File: src/rtl/dayest_pkg.sv
// Types, constants and helpers for the draft acceptance yield estimator.
package dayest_pkg;

  localparam int FRAC      = 16;
  localparam int MAX_BLOCK = 8;

  localparam logic [16:0] ONE   = 17'h10000;
  localparam logic [15:0] HALF  = 16'h8000;
  localparam logic [16:0] LOG2E = 17'd94548;

  // Multiplier operand and product widths
  localparam int MUL_A_W = 24;
  localparam int MUL_B_W = 21;
  localparam int MUL_P_W = MUL_A_W + MUL_B_W;

  localparam int CFG_IDX_W  = 2;
  localparam int CFG_DATA_W = 19;

  typedef enum logic [CFG_IDX_W-1:0] {
    CFG_LM_WEIGHT    = 2'd0,
    CFG_HAZARD_GAIN  = 2'd1,
    CFG_YIELD_GAIN   = 2'd2,
    CFG_ACCEPT_LIMIT = 2'd3
  } cfg_idx_t;

  typedef struct packed {
    logic [16:0] lm_weight;
    logic [16:0] hazard_gain;
    logic [18:0] yield_gain;
    logic [3:0]  accept_limit;
  } cfg_t;

  typedef struct packed {
    logic [16:0] hazard;
    logic        last_of_run;
    logic [19:0] yield_q;
    logic        status;
  } res_t;

  // Q16 table of 2^-(2^-j), j = 1 is index 0
  function automatic logic [15:0] pow2_neg_k(input logic [3:0] j);
    logic [15:0] k;
    case (j)
      4'd0:    k = 16'd46341;
      4'd1:    k = 16'd55110;
      4'd2:    k = 16'd60097;
      4'd3:    k = 16'd62757;
      4'd4:    k = 16'd64132;
      4'd5:    k = 16'd64830;
      4'd6:    k = 16'd65182;
      4'd7:    k = 16'd65359;
      4'd8:    k = 16'd65447;
      4'd9:    k = 16'd65492;
      4'd10:   k = 16'd65514;
      4'd11:   k = 16'd65525;
      4'd12:   k = 16'd65530;
      4'd13:   k = 16'd65533;
      default: k = 16'd65535;
    endcase
    return k;
  endfunction

  // (p + ONE/2) >> FRAC
  function automatic logic [MUL_P_W-FRAC:0] rnd_q(input logic [MUL_P_W-1:0] p);
    logic [MUL_P_W:0] s;
    s = {1'b0, p} + (MUL_P_W+1)'(HALF);
    return s[MUL_P_W:FRAC];
  endfunction

endpackage

File: src/rtl/dayest_ifs.sv
// Channel interfaces: input word, result word and configuration writes.
interface dayest_in_if;
  logic               valid;
  logic               ready;
  logic signed [23:0] log_prob;
  logic        [16:0] winner_mass;
  modport source (output valid, output log_prob, output winner_mass, input ready);
  modport sink   (input valid, input log_prob, input winner_mass, output ready);
endinterface

interface dayest_out_if;
  logic        valid;
  logic        ready;
  logic [16:0] hazard;
  logic        last_of_run;
  logic [19:0] yield_q;
  logic        status;
  modport source (output valid, output hazard, output last_of_run,
                  output yield_q, output status, input ready);
  modport sink   (input valid, input hazard, input last_of_run,
                  input yield_q, input status, output ready);
endinterface

interface dayest_cfg_if;
  logic                               valid;
  logic                               ready;
  logic [dayest_pkg::CFG_IDX_W-1:0]  index;
  logic [dayest_pkg::CFG_DATA_W-1:0] data;
  modport source (output valid, output index, output data, input ready);
  modport sink   (input valid, input index, input data, output ready);
endinterface

File: src/rtl/dayest_mul.sv
// Shared multiplier with registered product.
module dayest_mul (
  input  logic                             clk,
  input  logic [dayest_pkg::MUL_A_W-1:0]   a,
  input  logic [dayest_pkg::MUL_B_W-1:0]   b,
  output logic [dayest_pkg::MUL_P_W-1:0]   p_r
);

  always_ff @(posedge clk) begin
    p_r <= dayest_pkg::MUL_P_W'(a) * dayest_pkg::MUL_P_W'(b);
  end

endmodule

File: src/rtl/dayest_core.sv
// Sequencer and datapath: log/exp evaluation, run state and result register.
module dayest_core (
  input  logic                clk,
  input  logic                rst_n,
  input  dayest_pkg::cfg_t    cfg,
  input  logic                in_valid,
  output logic                in_ready,
  input  logic signed [23:0]  in_log_prob,
  input  logic        [16:0]  in_winner_mass,
  output logic                out_valid,
  input  logic                out_ready,
  output dayest_pkg::res_t    out_res
);

  typedef enum logic [15:0] {
    S_IDLE = 16'h0001,
    S_A2   = 16'h0002,
    S_NORM = 16'h0004,
    S_SQ   = 16'h0008,
    S_SQW  = 16'h0010,
    S_TA   = 16'h0020,
    S_TB   = 16'h0040,
    S_TC   = 16'h0080,
    S_EX   = 16'h0100,
    S_EXW  = 16'h0200,
    S_HZ   = 16'h0400,
    S_HZW  = 16'h0800,
    S_SV   = 16'h1000,
    S_YS   = 16'h2000,
    S_YG   = 16'h4000,
    S_OUT  = 16'h8000
  } state_t;

  state_t state_r, state_nxt;

  logic [23:0] lp_neg_r;
  logic [16:0] x_r;
  logic [4:0]  n_r;
  logic [15:0] frac_r;
  logic [3:0]  cnt_r;
  logic [23:0] a2_r;
  logic [20:0] b2_r;
  logic [41:0] acc_r;
  logic [15:0] f_r;
  logic [9:0]  ti_r;
  logic [16:0] pw_r;
  logic [16:0] hazard_r;
  logic [16:0] survival_r;
  logic [19:0] ysum_r;
  logic [2:0]  depth_r;
  logic        err_r;
  logic [3:0]  lim_r;
  logic        out_valid_r;
  dayest_pkg::res_t res_r;

  logic [dayest_pkg::MUL_A_W-1:0] mul_a;
  logic [dayest_pkg::MUL_B_W-1:0] mul_b;
  logic [dayest_pkg::MUL_P_W-1:0] mul_p;
  logic [dayest_pkg::MUL_P_W-dayest_pkg::FRAC:0] rq;

  logic [16:0] w_eff, omw, g_eff;
  logic        bad, lim_bad;
  logic [19:0] sq;
  logic [42:0] tsum;
  logic [18:0] e_rnd, e_sum;
  logic [16:0] e_val;
  logic        last;
  logic [19:0] lim_q;
  logic [19:0] yv;
  logic        out_fire;

  dayest_mul u_mul (
    .clk (clk),
    .a   (mul_a),
    .b   (mul_b),
    .p_r (mul_p)
  );

  assign rq    = dayest_pkg::rnd_q(mul_p);
  assign w_eff = (cfg.lm_weight > dayest_pkg::ONE) ? dayest_pkg::ONE : cfg.lm_weight;
  assign omw   = dayest_pkg::ONE - w_eff;
  assign g_eff = (cfg.hazard_gain > dayest_pkg::ONE) ? dayest_pkg::ONE : cfg.hazard_gain;

  // Input checks
  assign bad     = (!in_log_prob[23] && (in_log_prob != 24'sd0)) ||
                   (in_winner_mass == 17'd0) || (in_winner_mass > dayest_pkg::ONE);
  assign lim_bad = (cfg.accept_limit < 4'd2) ||
                   (cfg.accept_limit > 4'(dayest_pkg::MAX_BLOCK));

  // Squaring step result
  assign sq   = mul_p[35:16];
  // Mixed exponent t, rounded
  assign tsum = {1'b0, acc_r} + 43'(mul_p[41:0]) + 43'(dayest_pkg::HALF);

  // 2^-i with round half up; zero once the shift clears all bits
  always_comb begin
    e_rnd = (ti_r == 10'd0) ? 19'd0 : (19'd1 << (ti_r[4:0] - 5'd1));
    e_sum = 19'(pw_r) + e_rnd;
    if (ti_r >= 10'd18) begin
      e_val = 17'd0;
    end else begin
      e_val = 17'(e_sum >> ti_r[4:0]);
    end
  end

  assign last     = ({1'b0, depth_r} + 4'd1) >= (lim_r - 4'd1);
  assign lim_q    = {lim_r, 16'b0};
  assign out_fire = !out_valid_r || out_ready;

  // Clamped yield
  always_comb begin
    if (rq[22:0] < 23'(dayest_pkg::ONE)) begin
      yv = 20'(dayest_pkg::ONE);
    end else if (rq[22:0] > 23'(lim_q)) begin
      yv = lim_q;
    end else begin
      yv = rq[19:0];
    end
  end

  // Multiplier operand select
  always_comb begin
    mul_a = lp_neg_r;
    mul_b = 21'(dayest_pkg::LOG2E);
    unique case (state_r) inside
      S_SQ, S_SQW: begin
        mul_a = 24'(x_r);
        mul_b = 21'(x_r);
      end
      S_TA: begin
        mul_a = a2_r;
        mul_b = 21'(w_eff);
      end
      S_TB, S_TC: begin
        mul_a = 24'(omw);
        mul_b = b2_r;
      end
      S_EX, S_EXW: begin
        mul_a = 24'(pw_r);
        mul_b = 21'(dayest_pkg::pow2_neg_k(cnt_r));
      end
      S_HZ, S_HZW: begin
        mul_a = 24'(e_val);
        mul_b = 21'(g_eff);
      end
      S_SV, S_YS: begin
        mul_a = 24'(survival_r);
        mul_b = 21'(hazard_r);
      end
      S_YG, S_OUT: begin
        mul_a = 24'(ysum_r);
        mul_b = 21'(cfg.yield_gain);
      end
      default: begin
        mul_a = lp_neg_r;
        mul_b = 21'(dayest_pkg::LOG2E);
      end
    endcase
  end

  // Next state
  always_comb begin
    state_nxt = state_r;
    unique case (state_r)
      S_IDLE: if (in_valid) state_nxt = bad ? S_SV : S_A2;
      S_A2:   state_nxt = S_NORM;
      S_NORM: if (x_r[16]) state_nxt = S_SQ;
      S_SQ:   state_nxt = S_SQW;
      S_SQW:  state_nxt = (cnt_r == 4'd15) ? S_TA : S_SQ;
      S_TA:   state_nxt = S_TB;
      S_TB:   state_nxt = S_TC;
      S_TC:   state_nxt = S_EX;
      S_EX: begin
        if (f_r[4'd15 - cnt_r]) state_nxt = S_EXW;
        else if (cnt_r == 4'd15) state_nxt = S_HZ;
      end
      S_EXW:  state_nxt = (cnt_r == 4'd15) ? S_HZ : S_EX;
      S_HZ:   state_nxt = S_HZW;
      S_HZW:  state_nxt = S_SV;
      S_SV:   state_nxt = S_YS;
      S_YS:   state_nxt = S_YG;
      S_YG:   state_nxt = S_OUT;
      S_OUT:  if (out_fire) state_nxt = S_IDLE;
      default: state_nxt = S_IDLE;
    endcase
  end

  // Control registers
  always_ff @(posedge clk) begin
    if (!rst_n) begin
      state_r     <= S_IDLE;
      out_valid_r <= 1'b0;
      survival_r  <= dayest_pkg::ONE;
      ysum_r      <= 20'(dayest_pkg::ONE);
      depth_r     <= 3'd0;
      err_r       <= 1'b0;
    end else begin
      state_r <= state_nxt;
      // Result word held until taken
      if (state_r == S_OUT && out_fire) out_valid_r <= 1'b1;
      else if (out_ready) out_valid_r <= 1'b0;
      if (state_r == S_IDLE && in_valid) begin
        err_r <= err_r | bad | lim_bad;
      end
      if (state_r == S_YS) begin
        survival_r <= rq[16:0];
        ysum_r     <= ysum_r + 20'(rq[16:0]);
      end
      if (state_r == S_OUT && out_fire) begin
        if (last) begin
          survival_r <= dayest_pkg::ONE;
          ysum_r     <= 20'(dayest_pkg::ONE);
          depth_r    <= 3'd0;
          err_r      <= 1'b0;
        end else begin
          depth_r <= depth_r + 3'd1;
        end
      end
    end
  end

  // Datapath registers
  always_ff @(posedge clk) begin
    unique case (state_r)
      S_IDLE: begin
        lp_neg_r <= 24'(-in_log_prob);
        x_r      <= in_winner_mass;
        n_r      <= 5'd0;
        frac_r   <= 16'd0;
        cnt_r    <= 4'd0;
        hazard_r <= 17'd0;
        if (cfg.accept_limit < 4'd2) lim_r <= 4'd2;
        else if (lim_bad) lim_r <= 4'(dayest_pkg::MAX_BLOCK);
        else lim_r <= cfg.accept_limit;
      end
      S_NORM: begin
        a2_r <= rq[23:0];
        if (!x_r[16]) begin
          x_r <= {x_r[15:0], 1'b0};
          n_r <= n_r + 5'd1;
        end
      end
      S_SQW: begin
        if (sq >= 20'h20000) begin
          x_r    <= sq[17:1];
          frac_r <= {frac_r[14:0], 1'b1};
        end else begin
          x_r    <= sq[16:0];
          frac_r <= {frac_r[14:0], 1'b0};
        end
        cnt_r <= cnt_r + 4'd1;
      end
      S_TA: b2_r <= {n_r, 16'b0} - 21'(frac_r);
      S_TB: acc_r <= mul_p[41:0];
      S_TC: begin
        f_r   <= tsum[31:16];
        ti_r  <= tsum[41:32];
        pw_r  <= dayest_pkg::ONE;
        cnt_r <= 4'd0;
      end
      S_EX: if (!f_r[4'd15 - cnt_r]) cnt_r <= cnt_r + 4'd1;
      S_EXW: begin
        pw_r  <= rq[16:0];
        cnt_r <= cnt_r + 4'd1;
      end
      S_HZW: hazard_r <= (rq > 30'(dayest_pkg::ONE)) ? dayest_pkg::ONE : rq[16:0];
      S_OUT: begin
        if (out_fire) begin
          res_r.hazard      <= hazard_r;
          res_r.last_of_run <= last;
          res_r.yield_q     <= (last && !err_r) ? yv : 20'd0;
          res_r.status      <= err_r;
        end
      end
      default: begin
      end
    endcase
  end

  assign in_ready  = (state_r == S_IDLE);
  assign out_valid = out_valid_r;
  assign out_res   = res_r;

endmodule

File: src/rtl/draft_acceptance_yield_estimator_top.sv
// Top level: configuration registers, channel wiring and the estimator core.
// A valid word is normalized, then run through repeated squaring for the mass log and
// through the exponent bits, all on one shared multiplier; an invalid word skips to
// the survival and yield steps. Words are taken one at a time: the next is accepted
// only once the last result is stored, and a result not yet taken holds off the store.
// Sync active-low reset clears run state and loads defaults.
module draft_acceptance_yield_estimator_top (
  input  logic         clk,
  input  logic         rst_n,
  dayest_in_if.sink    in_if,
  dayest_out_if.source out_if,
  dayest_cfg_if.sink   cfg_if
);

  dayest_pkg::cfg_t cfg_r;
  dayest_pkg::res_t res;

  assign cfg_if.ready = 1'b1;

  // Configuration register writes
  always_ff @(posedge clk) begin
    if (!rst_n) begin
      cfg_r.lm_weight    <= 17'd0;
      cfg_r.hazard_gain  <= dayest_pkg::ONE;
      cfg_r.yield_gain   <= 19'(dayest_pkg::ONE);
      cfg_r.accept_limit <= 4'(dayest_pkg::MAX_BLOCK);
    end else if (cfg_if.valid) begin
      unique case (dayest_pkg::cfg_idx_t'(cfg_if.index))
        dayest_pkg::CFG_LM_WEIGHT:    cfg_r.lm_weight    <= cfg_if.data[16:0];
        dayest_pkg::CFG_HAZARD_GAIN:  cfg_r.hazard_gain  <= cfg_if.data[16:0];
        dayest_pkg::CFG_YIELD_GAIN:   cfg_r.yield_gain   <= cfg_if.data[18:0];
        dayest_pkg::CFG_ACCEPT_LIMIT: cfg_r.accept_limit <= cfg_if.data[3:0];
        default: begin
        end
      endcase
    end
  end

  dayest_core u_core (
    .clk            (clk),
    .rst_n          (rst_n),
    .cfg            (cfg_r),
    .in_valid       (in_if.valid),
    .in_ready       (in_if.ready),
    .in_log_prob    (in_if.log_prob),
    .in_winner_mass (in_if.winner_mass),
    .out_valid      (out_if.valid),
    .out_ready      (out_if.ready),
    .out_res        (res)
  );

  assign out_if.hazard      = res.hazard;
  assign out_if.last_of_run = res.last_of_run;
  assign out_if.yield_q     = res.yield_q;
  assign out_if.status      = res.status;

endmodule

File: src/flat_wrapper.sv
// flat-port wrapper written by rule: the top's interface ports become plain ports
module draft_acceptance_yield_estimator_top_flat 
  (clk, rst_n, in_if_valid, in_if_log_prob, in_if_winner_mass, in_if_ready, out_if_valid, out_if_hazard, out_if_last_of_run, out_if_yield_q, out_if_status, out_if_ready, cfg_if_valid, cfg_if_index, cfg_if_data, cfg_if_ready);
  dayest_in_if in_if_i ();
  dayest_out_if out_if_i ();
  dayest_cfg_if cfg_if_i ();
  input  logic clk;
  input  logic rst_n;
  input wire logic [$bits(in_if_i.valid)-1:0] in_if_valid;
  input wire logic [$bits(in_if_i.log_prob)-1:0] in_if_log_prob;
  input wire logic [$bits(in_if_i.winner_mass)-1:0] in_if_winner_mass;
  output wire logic [$bits(in_if_i.ready)-1:0] in_if_ready;
  output wire logic [$bits(out_if_i.valid)-1:0] out_if_valid;
  output wire logic [$bits(out_if_i.hazard)-1:0] out_if_hazard;
  output wire logic [$bits(out_if_i.last_of_run)-1:0] out_if_last_of_run;
  output wire logic [$bits(out_if_i.yield_q)-1:0] out_if_yield_q;
  output wire logic [$bits(out_if_i.status)-1:0] out_if_status;
  input wire logic [$bits(out_if_i.ready)-1:0] out_if_ready;
  input wire logic [$bits(cfg_if_i.valid)-1:0] cfg_if_valid;
  input wire logic [$bits(cfg_if_i.index)-1:0] cfg_if_index;
  input wire logic [$bits(cfg_if_i.data)-1:0] cfg_if_data;
  output wire logic [$bits(cfg_if_i.ready)-1:0] cfg_if_ready;
  assign in_if_i.valid = in_if_valid;
  assign in_if_i.log_prob = in_if_log_prob;
  assign in_if_i.winner_mass = in_if_winner_mass;
  assign in_if_ready = in_if_i.ready;
  assign out_if_valid = out_if_i.valid;
  assign out_if_hazard = out_if_i.hazard;
  assign out_if_last_of_run = out_if_i.last_of_run;
  assign out_if_yield_q = out_if_i.yield_q;
  assign out_if_status = out_if_i.status;
  assign out_if_i.ready = out_if_ready;
  assign cfg_if_i.valid = cfg_if_valid;
  assign cfg_if_i.index = cfg_if_index;
  assign cfg_if_i.data = cfg_if_data;
  assign cfg_if_ready = cfg_if_i.ready;
  draft_acceptance_yield_estimator_top u_core (.clk(clk), .rst_n(rst_n), .in_if(in_if_i), .out_if(out_if_i), .cfg_if(cfg_if_i));
endmodule
File: config.mk
export PLATFORM = sky130hd
export DESIGN_NAME = draft_acceptance_yield_estimator_top_flat
export DESIGN_NICKNAME = d
export VERILOG_FILES = /design/src/rtl/dayest_pkg.sv /design/src/rtl/dayest_ifs.sv /design/src/rtl/dayest_mul.sv /design/src/rtl/dayest_core.sv /design/src/rtl/draft_acceptance_yield_estimator_top.sv /design/src/flat_wrapper.sv
export SDC_FILE = /design/constraint.sdc
export NUM_CORES = 2
export LEC_CHECK = 0
export BUFFER_PORTS_ARGS = -buffer_cell sky130_fd_sc_hd__buf_4
export CAP_MARGIN = 15
export CORE_AREA = 3 3 302 304
export DETAILED_ROUTE_END_ITERATION = 10
export DIE_AREA = 0 0 305 307
export SYNTH_ARGS = -nofsm -noshare
export SYNTH_HDL_FRONTEND = slang
export SYNTH_HIERARCHICAL = 1
export SYNTH_SLANG_ARGS = --single-unit
File: constraint.sdc
create_clock -name clk -period 11.5 [get_ports clk]
set_clock_uncertainty 0.15 [all_clocks]
set_input_delay 2.3 -clock clk [delete_from_list [all_inputs] [get_ports clk]]
set_output_delay 2.3 -clock clk [all_outputs]
set_load 0.1 [all_outputs]
# [After elaboration in Yosys (flattened, before gate mapping)]
# Memory sizes are Yosys's and may differ from the RTL's. A register that Yosys moved wholly into a read port is not among the register bits.
# Index checks and enable logic that the tools add are counted.
[totals] word_cells=179 regBits=416 n_memories=1 rom_bits=240
[op_classes] shifts=2 multipliers=1 order_cmp=12 addsub=15 n_mux=45 bitwise_logic=3 eq_ne=26 reduce_logical=42
[memory_table] name="(no name shown)" depth=16 width=15 read_ports=1 rd_clocked_by_memory_dff=1 wr=0 line_no="dayest_pkg.sv:43" text="case (j)"
[ops] cell="16-bit one-hot mux with 16 select lines" count=1
[ops] cell="17-bit two-way mux" count=10
[ops] cell="24-bit one-hot mux with 7 select lines" count=1
[ops] cell="21-bit one-hot mux with 7 select lines" count=1
[ops] cell="16-bit two-way mux" count=5
[ops] cell="20-bit two-way mux" count=4
[ops] cell="17-bit one-hot mux with 2 select lines" count=2
[ops] cell="17-bit > comparator (second input constant)" count=3
[ops] cell="17-bit one-hot mux with 3 select lines" count=1
[ops] cell="45-bit by 16-bit adder with 46-bit output (second input constant)" count=1
[ops] cell="24-bit by 21-bit multiplier with 45-bit output" count=1
[ops] cell="42-bit by 16-bit adder with 42-bit output (second input constant)" count=1
[ops] cell="42-bit adder" count=1
[ops] cell="16-bit one-hot mux with 2 select lines" count=1
[ops] cell="30-bit by 17-bit > comparator with 1-bit output (second input constant)" count=1
[ops] cell="24-bit negation" count=1
[ops] cell="24-bit nonzero test" count=1
[ops] cell="23-bit by 20-bit > comparator with 1-bit output" count=1
[ops] cell="23-bit by 17-bit less-than comparator with 1-bit output (second input constant)" count=1
[ops] cell="21-bit by 16-bit subtractor with 21-bit output" count=1
[ops] cell="20-bit by 17-bit adder with 20-bit output" count=1
[ops] cell="20-bit by 18-bit greater-or-equal comparator with 1-bit output (second input constant)" count=1
[ops] cell="2-bit OR reduction" count=10
[ops] cell="17-bit by 19-bit adder with 19-bit output" count=1
[ops] cell="60 further kinds" count=94

# [Longest topological paths before layout]
[logic_depth] depth_word=9 mapped_depth=43 ltp_nobuf=40

# [By module]
# Netlist, hierarchy kept.
[modules_own_cells] mod="dayest_core" seq_area_each_um2=9148.8 n_inst=1 cells_each=2000 area_each_um2=20259.4
[modules_own_cells] mod="dayest_mul" seq_area_each_um2=900.9 n_inst=1 cells_each=1926 area_each_um2=17406.7
[modules_own_cells] mod="draft_acceptance_yield_estimator_top" seq_area_each_um2=1141.1 n_inst=1 cells_each=215 area_each_um2=2190.9

# [Least setup slack after synthesis]
# OpenSTA, ideal clock, no wires.
[synth_timing] path_type="flip-flop to flip-flop" from="register u_core.u_core.ti_r[1]" to="register u_core/u_core/u_mul/p_r[44] in the netlist's numbering" setup_time_ns=0.128 setup_slack_ns=1.443 arrival_ns=9.779 stages_incl_launch_ff=40 synth_period_minus_slack_ns=10.057 path_cell_list="edfxtp_1 -> inv_1 -> buf_1 -> nand2_1 -> nor2_1 -> ha_1 -> inv_1 -> fa_1 -> nand2b_1 -> a21o_1 -> a211oi_1 -> o21ai_1 -> a31oi_1 -> nor2_1 -> mux4_2 -> a211oi_1 -> nor2_1 -> clkbuf_1 -> [4 not listed] -> fa_1 -> inv_1 -> fa_1 -> inv_1 -> fa_1 -> inv_1 -> fa_1 -> fa_1 -> ha_1 -> nand2_1 -> nor2_1 -> a311o_1 -> o2111ai_2 -> a2111oi_2 -> nor3_1 -> o31ai_2 -> mux2i_1 -> nand4_1"
[synth_between] elab_chain_len=8
[synth_lines] element="start: declaration" line_no="dayest_core.sv:45" text="logic [9:0] ti_r;"
[synth_lines] element="start signal: assignment" line_no="dayest_core.sv:257" text="ti_r <= tsum[41:32];"
[synth_lines] element="5-bit by 1-bit subtractor with 5-bit output" line_no="dayest_core.sv:97" text="e_rnd = (ti_r == 10'd0) ? 19'd0 : (19'd1 << (ti_r[4:0] - 5'd1));"
[synth_lines] element="1-bit by 5-bit << shifter with 19-bit output" line_no="dayest_core.sv:97"
[synth_lines] element="19-bit two-way mux" line_no="dayest_core.sv:97"
[synth_lines] element="17-bit by 19-bit adder with 19-bit output" line_no="dayest_core.sv:98" text="e_sum = 19'(pw_r) + e_rnd;"
[synth_lines] element="19-bit by 5-bit right shift with 17-bit output" line_no="dayest_core.sv:102" text="e_val = 17'(e_sum >> ti_r[4:0]);"
[synth_lines] element="17-bit two-way mux *" line_no="dayest_core.sv:99" text="if (ti_r >= 10'd18) begin"
[synth_lines] element="24-bit one-hot mux with 7 select lines *" line_no="dayest_core.sv:125" text="unique case (state_r) inside"
[synth_lines] element="via u_core.u_core.mul_a (one bit)" line_no="dayest_core.sv:56" text="logic [dayest_pkg::MUL_A_W-1:0] mul_a;"
[synth_lines] element="24-bit by 21-bit multiplier with 45-bit output *" line_no="dayest_mul.sv:10" text="p_r <= dayest_pkg::MUL_P_W'(a) * dayest_pkg::MUL_P_W'(b);"
[synth_lines] element="end signal: assignment" line_no="dayest_mul.sv:10"
[synth_lines] element="end: declaration" line_no="dayest_mul.sv:6" text="output logic [dayest_pkg::MUL_P_W-1:0] p_r"
# The timed path passes the listed nets; every way through them passes the cells marked *.
# A chain may end at the register's enable or synchronous reset.

# [Worst setup path after layout]
[layout_timing] from="register u_core.u_core.ti_r[0]" to="register u_core/u_core/u_mul/p_r[44] in the netlist's numbering"
# The elaborated chain is that of the path after synthesis.

==> impl_summary.log <==
INFO  metric synth_enable_flop_cells = 256
INFO  metric clock-root-buffer = sky130_fd_sc_hd__clkbuf_16
INFO  metric post-route-period-util = 0.9538
INFO  metric tritoncts = built
INFO  metric floorplan.die_area = 93640 um^2
INFO  metric cp_data_required_time = 11.80 ns
INFO  metric grt_setup_unrepaired = no
INFO  metric holdBufCountCts = 0
INFO  metric drc = 0
INFO  metric first_global_vias = 30790
INFO  metric io_buffers = 107
INFO  metric cts_max_level = 2
INFO  metric fin_tns_setup = 0 ns
INFO  metric place.gp.congestion = 0.9596
INFO  metric first_pass_iters = 6
INFO  metric clock_sinks = 431
INFO  metric num_rows = 109
INFO  metric die_h = 307 um
INFO  metric numCtsBuffers = 44
INFO  metric max_cap_viol_count = 0
INFO  metric postSynthAreaPerCell = 9.625 um^2
INFO  metric syn-instance-count = 4141
INFO  metric floorplan.initialDensity = 0.4503
INFO  metric worst_hold_path.endpoint = u_core/u_core/acc_r[7]$_DFFE_PP_
INFO  metric synth.ff_latch_count = 431
INFO  metric worstRegToRegCells = 35
INFO  metric clk_pin_slew_worst_paths = 0.06 ns
INFO  metric post-route-min-period = 10.97 ns
INFO  metric critical_path.slowest_cell = sky130_fd_sc_hd__edfxtp_1
INFO  metric grt_antenna_before_repair = 4
INFO  metric crit_fanout = 12
INFO  metric detail-route-antenna-nets = 0
INFO  metric status = finished clean
INFO  metric first_pass_grt_wire_length = 188.6 mm
INFO  metric setup.worst_path.start_class = flop
INFO  metric worst_path_largest_cell_delay = 0.65 ns
INFO  metric worst-r2r-setup-slack = 0.53 ns
INFO  metric layout_common_cells = sky130_fd_sc_hd__inv_1 (527), sky130_fd_sc_hd__nand2_1 (487), sky130_fd_sc_hd__fa_1 (417)
INFO  metric yosysUniqueCellTypes = 101
INFO  metric ios = 109
INFO  metric n_fill_cell = 8238
INFO  metric dominant_register_cell_in_the_synthesized_netlist = sky130_fd_sc_hd__edfxtp_1
INFO  metric vias_per_cell = 5.694
INFO  metric placement.cell_area = 42240 um^2
INFO  metric clock_path_buffers = 3
INFO  metric core-area = 88510 um^2
INFO  metric cts-resized-gates = 0
INFO  metric layout.nets = 4993
INFO  metric tightestPinTransition = 1.218 ns
INFO  metric groute.usage.overall = 0.2618
INFO  metric grt_overflow_total = 0
INFO  metric post_cts.repair.setup_buffers = 0
INFO  metric routed_wl = 122.4 mm
INFO  metric peak_clock_frequency_supported_by_timing = 0.09117 GHz
INFO  metric crit_type = reg2reg
INFO  metric hold-path-cell-count = 0
INFO  metric ys_warn_count = 6
INFO  metric finalMaxSlewViolations = 0
INFO  metric synth_nets = 4918
INFO  metric synth.cell_area = 39860 um^2
INFO  metric dp_hpwl = 96.03 mm
INFO  metric hold_path_class = reg2reg
INFO  metric fraction_of_final_layout_cells_sized_beyond_drive_strength_1 = 0.08563
INFO  metric clock_latency = 0.57 ns
INFO  metric final-hold-violation-count = 0
INFO  metric timing.critical_path.to_type = flop
INFO  metric report.final.setup_viol = 0
INFO  metric arrival_time_at_the_worst_endpoint = 11.26 ns
INFO  metric asyncSetResetFlopFracSynth = 0
INFO  metric path_common_cell = sky130_fd_sc_hd__fa_1
INFO  metric grt_start_max_net_pins = 78
INFO  metric route.detailed.wl_per_inst = 22.58 um
INFO  metric synth_sequential_area_ratio = 0.2808
INFO  metric postLayoutCellArea = 43670 um^2
INFO  metric rr_endpoint = u_core/u_core/u_mul/p_r[44]$_DFF_P_
INFO  metric worst_r2r_startpoint = u_core/u_core/ti_r[0]$_DFFE_PP_
INFO  metric hold_start = u_core/u_core/u_mul/p_r[7]$_DFF_P_
INFO  metric layout_commonest_cell = sky130_fd_sc_hd__inv_1
INFO  metric num_vias = 30850
INFO  metric syn_to_final_growth = 9.565%
INFO  metric floorplan.die.width = 305 um
INFO  metric first_iter_violations = 3061
INFO  metric max-slew-margin-rel = 0.1852
synth_stat cells (13+ instances only):
cell,number,area [um^2]
sky130_fd_sc_hd__inv_1,527,1978
sky130_fd_sc_hd__nand2_1,487,1828
sky130_fd_sc_hd__fa_1,417,8348
sky130_fd_sc_hd__and2_1,301,1883
sky130_fd_sc_hd__ha_1,293,3666
sky130_fd_sc_hd__edfxtp_1,256,7687
sky130_fd_sc_hd__nor2_1,236,885.9
sky130_fd_sc_hd__dfxtp_1,175,3503
sky130_fd_sc_hd__a21oi_1,155,775.7
sky130_fd_sc_hd__clkbuf_1,152,570.6
sky130_fd_sc_hd__xnor2_1,114,998.5
sky130_fd_sc_hd__o21ai_0,90,450.4
sky130_fd_sc_hd__mux2i_1,82,820.8
sky130_fd_sc_hd__xor2_1,59,516.8
sky130_fd_sc_hd__a22oi_1,57,427.9
sky130_fd_sc_hd__nor3_1,57,285.3
sky130_fd_sc_hd__nand3_1,56,280.3
sky130_fd_sc_hd__a21o_1,44,330.3
sky130_fd_sc_hd__nand4_1,41,256.5
sky130_fd_sc_hd__a211oi_1,34,255.2
sky130_fd_sc_hd__nor2b_1,29,181.4
sky130_fd_sc_hd__and3_1,28,175.2
sky130_fd_sc_hd__nand2b_1,28,175.2
sky130_fd_sc_hd__a222oi_1,27,270.3
sky130_fd_sc_hd__a31oi_1,26,162.7
sky130_fd_sc_hd__nor4_1,25,156.4
sky130_fd_sc_hd__buf_2,23,115.1
sky130_fd_sc_hd__o21a_1,19,142.6
sky130_fd_sc_hd__or3_1,19,118.9
sky130_fd_sc_hd__mux4_2,16,360.4
sky130_fd_sc_hd__and4_1,15,131.4
sky130_fd_sc_hd__nand3b_1,15,112.6
sky130_fd_sc_hd__or4_1,14,105.1
sky130_fd_sc_hd__o31ai_1,13,97.59
through the flow:
stage | cells | util | setup WS (ns) | hold slack, ns
2_1_floorplan | 4141 | - | 1.443 | 0.2586
3_3_place_gp | 5334 | 0.4772 | 0.4726 | 0.2688
3_5_place_dp | 5334 | 0.4772 | 0.4809 | 0.2717
4_1_cts | 5415 | 0.4929 | 0.4129 | 0.2878
5_1_grt | 5416 | 0.4933 | 0.05545 | 0.2995
6_report | 5418 | 0.4934 | 0.5318 | 0.2895
logic make-up (layout without fill, tap and decap cells):
group,count (synthesis),count (layout),share of synthesized area
AOI/OAI and AO/OA,597,597,0.1016
xor gates and xnor gates,173,173,0.03802
adders and majority gates,710,710,0.3014
buffers and inverters,725,835,0.07073
DFF,431,431,0.2808
muxes,102,102,0.03076
other,1,3,0.00009409
and+or+nand+nor,1402,1402,0.1766
registers in the layout, summed over array words and instances, names as in the netlist, 4 cells and up, named ones only:
signal                    cells
u_core/u_core/ti_r           10
u_core/u_core/out_res        39
u_core/u_core/survival_r     17
u_core/u_core/cnt_r           4
u_core/u_core/a2_r           24
u_core/u_core/ysum_r         20
u_core/u_core/u_mul/p_r      45
u_core/u_core/f_r            16
u_core/u_core/n_r             5
u_core/u_core/hazard_r       17
u_core/u_core/lim_r           4
u_core/u_core/lp_neg_r       24
u_core/u_core/frac_r         16
u_core/u_core/x_r            17
u_core/cfg_r                 57
u_core/u_core/b2_r           21
u_core/u_core/state_r        16
u_core/u_core/pw_r           17
u_core/u_core/acc_r          42
worst max path at each step:
stage	start	endpoint	slack (ns)	cells after the start
after floorplan	u_core/u_core/ti_r[1]$_DFFE_PP_	u_core/u_core/u_mul/p_r[44]$_DFF_P_	1.44	39
after global placement	u_core/u_core/ti_r[3]$_DFFE_PP_	u_core/u_core/u_mul/p_r[44]$_DFF_P_	0.47	37
after detailed placement	u_core/u_core/ti_r[3]$_DFFE_PP_	u_core/u_core/u_mul/p_r[44]$_DFF_P_	0.48	36
after CTS	u_core/u_core/ti_r[3]$_DFFE_PP_	u_core/u_core/u_mul/p_r[44]$_DFF_P_	0.41	36
after global routing	u_core/u_core/ti_r[0]$_DFFE_PP_	u_core/u_core/u_mul/p_r[37]$_DFF_P_	0.06	35
final	u_core/u_core/ti_r[0]$_DFFE_PP_	u_core/u_core/u_mul/p_r[44]$_DFF_P_	0.53	35
critical path: cells and delay by family (launching register included):
family                     cells  cell delay (ns)
AOI/OAI and AO/OA              8             2.36
adders and majority gates      9             4.02
muxes                          2             0.74
DFF                            1             0.65
buffers and inverters          7             0.87
and+or+nand+nor                9             2.04
area by class of cell:
class                           instances  area, um^2  area share
Multi-Input combinational cell       2985       25930      0.5937
Clock buffer                           59        1219     0.02791
Antenna cell                            2       5.005   0.0001146
Clock inverter                         22       173.9    0.003983
Tap cell                             1165        1458     0.03338
Sequential cell                       431       11190      0.2563
Inverter                              529        1986     0.04547
Timing Repair Buffer                  225        1709     0.03914
layer usage:
metal | vias to the layer above | share of wire | GRT usage
met1 | 15520 | 0.45 | 0.3869
met4 | 2 | 0.024 | 0.05881
met5 | - | 0.00011 | 0
met2 | 1103 | 0.45 | 0.4097
li1 | 14060 | - | -
met3 | 159 | 0.079 | 0.03623
Power is left out: the tool's default activity adds up to more than one toggle a clock period on the data nets, which glitch-free logic cannot reach.
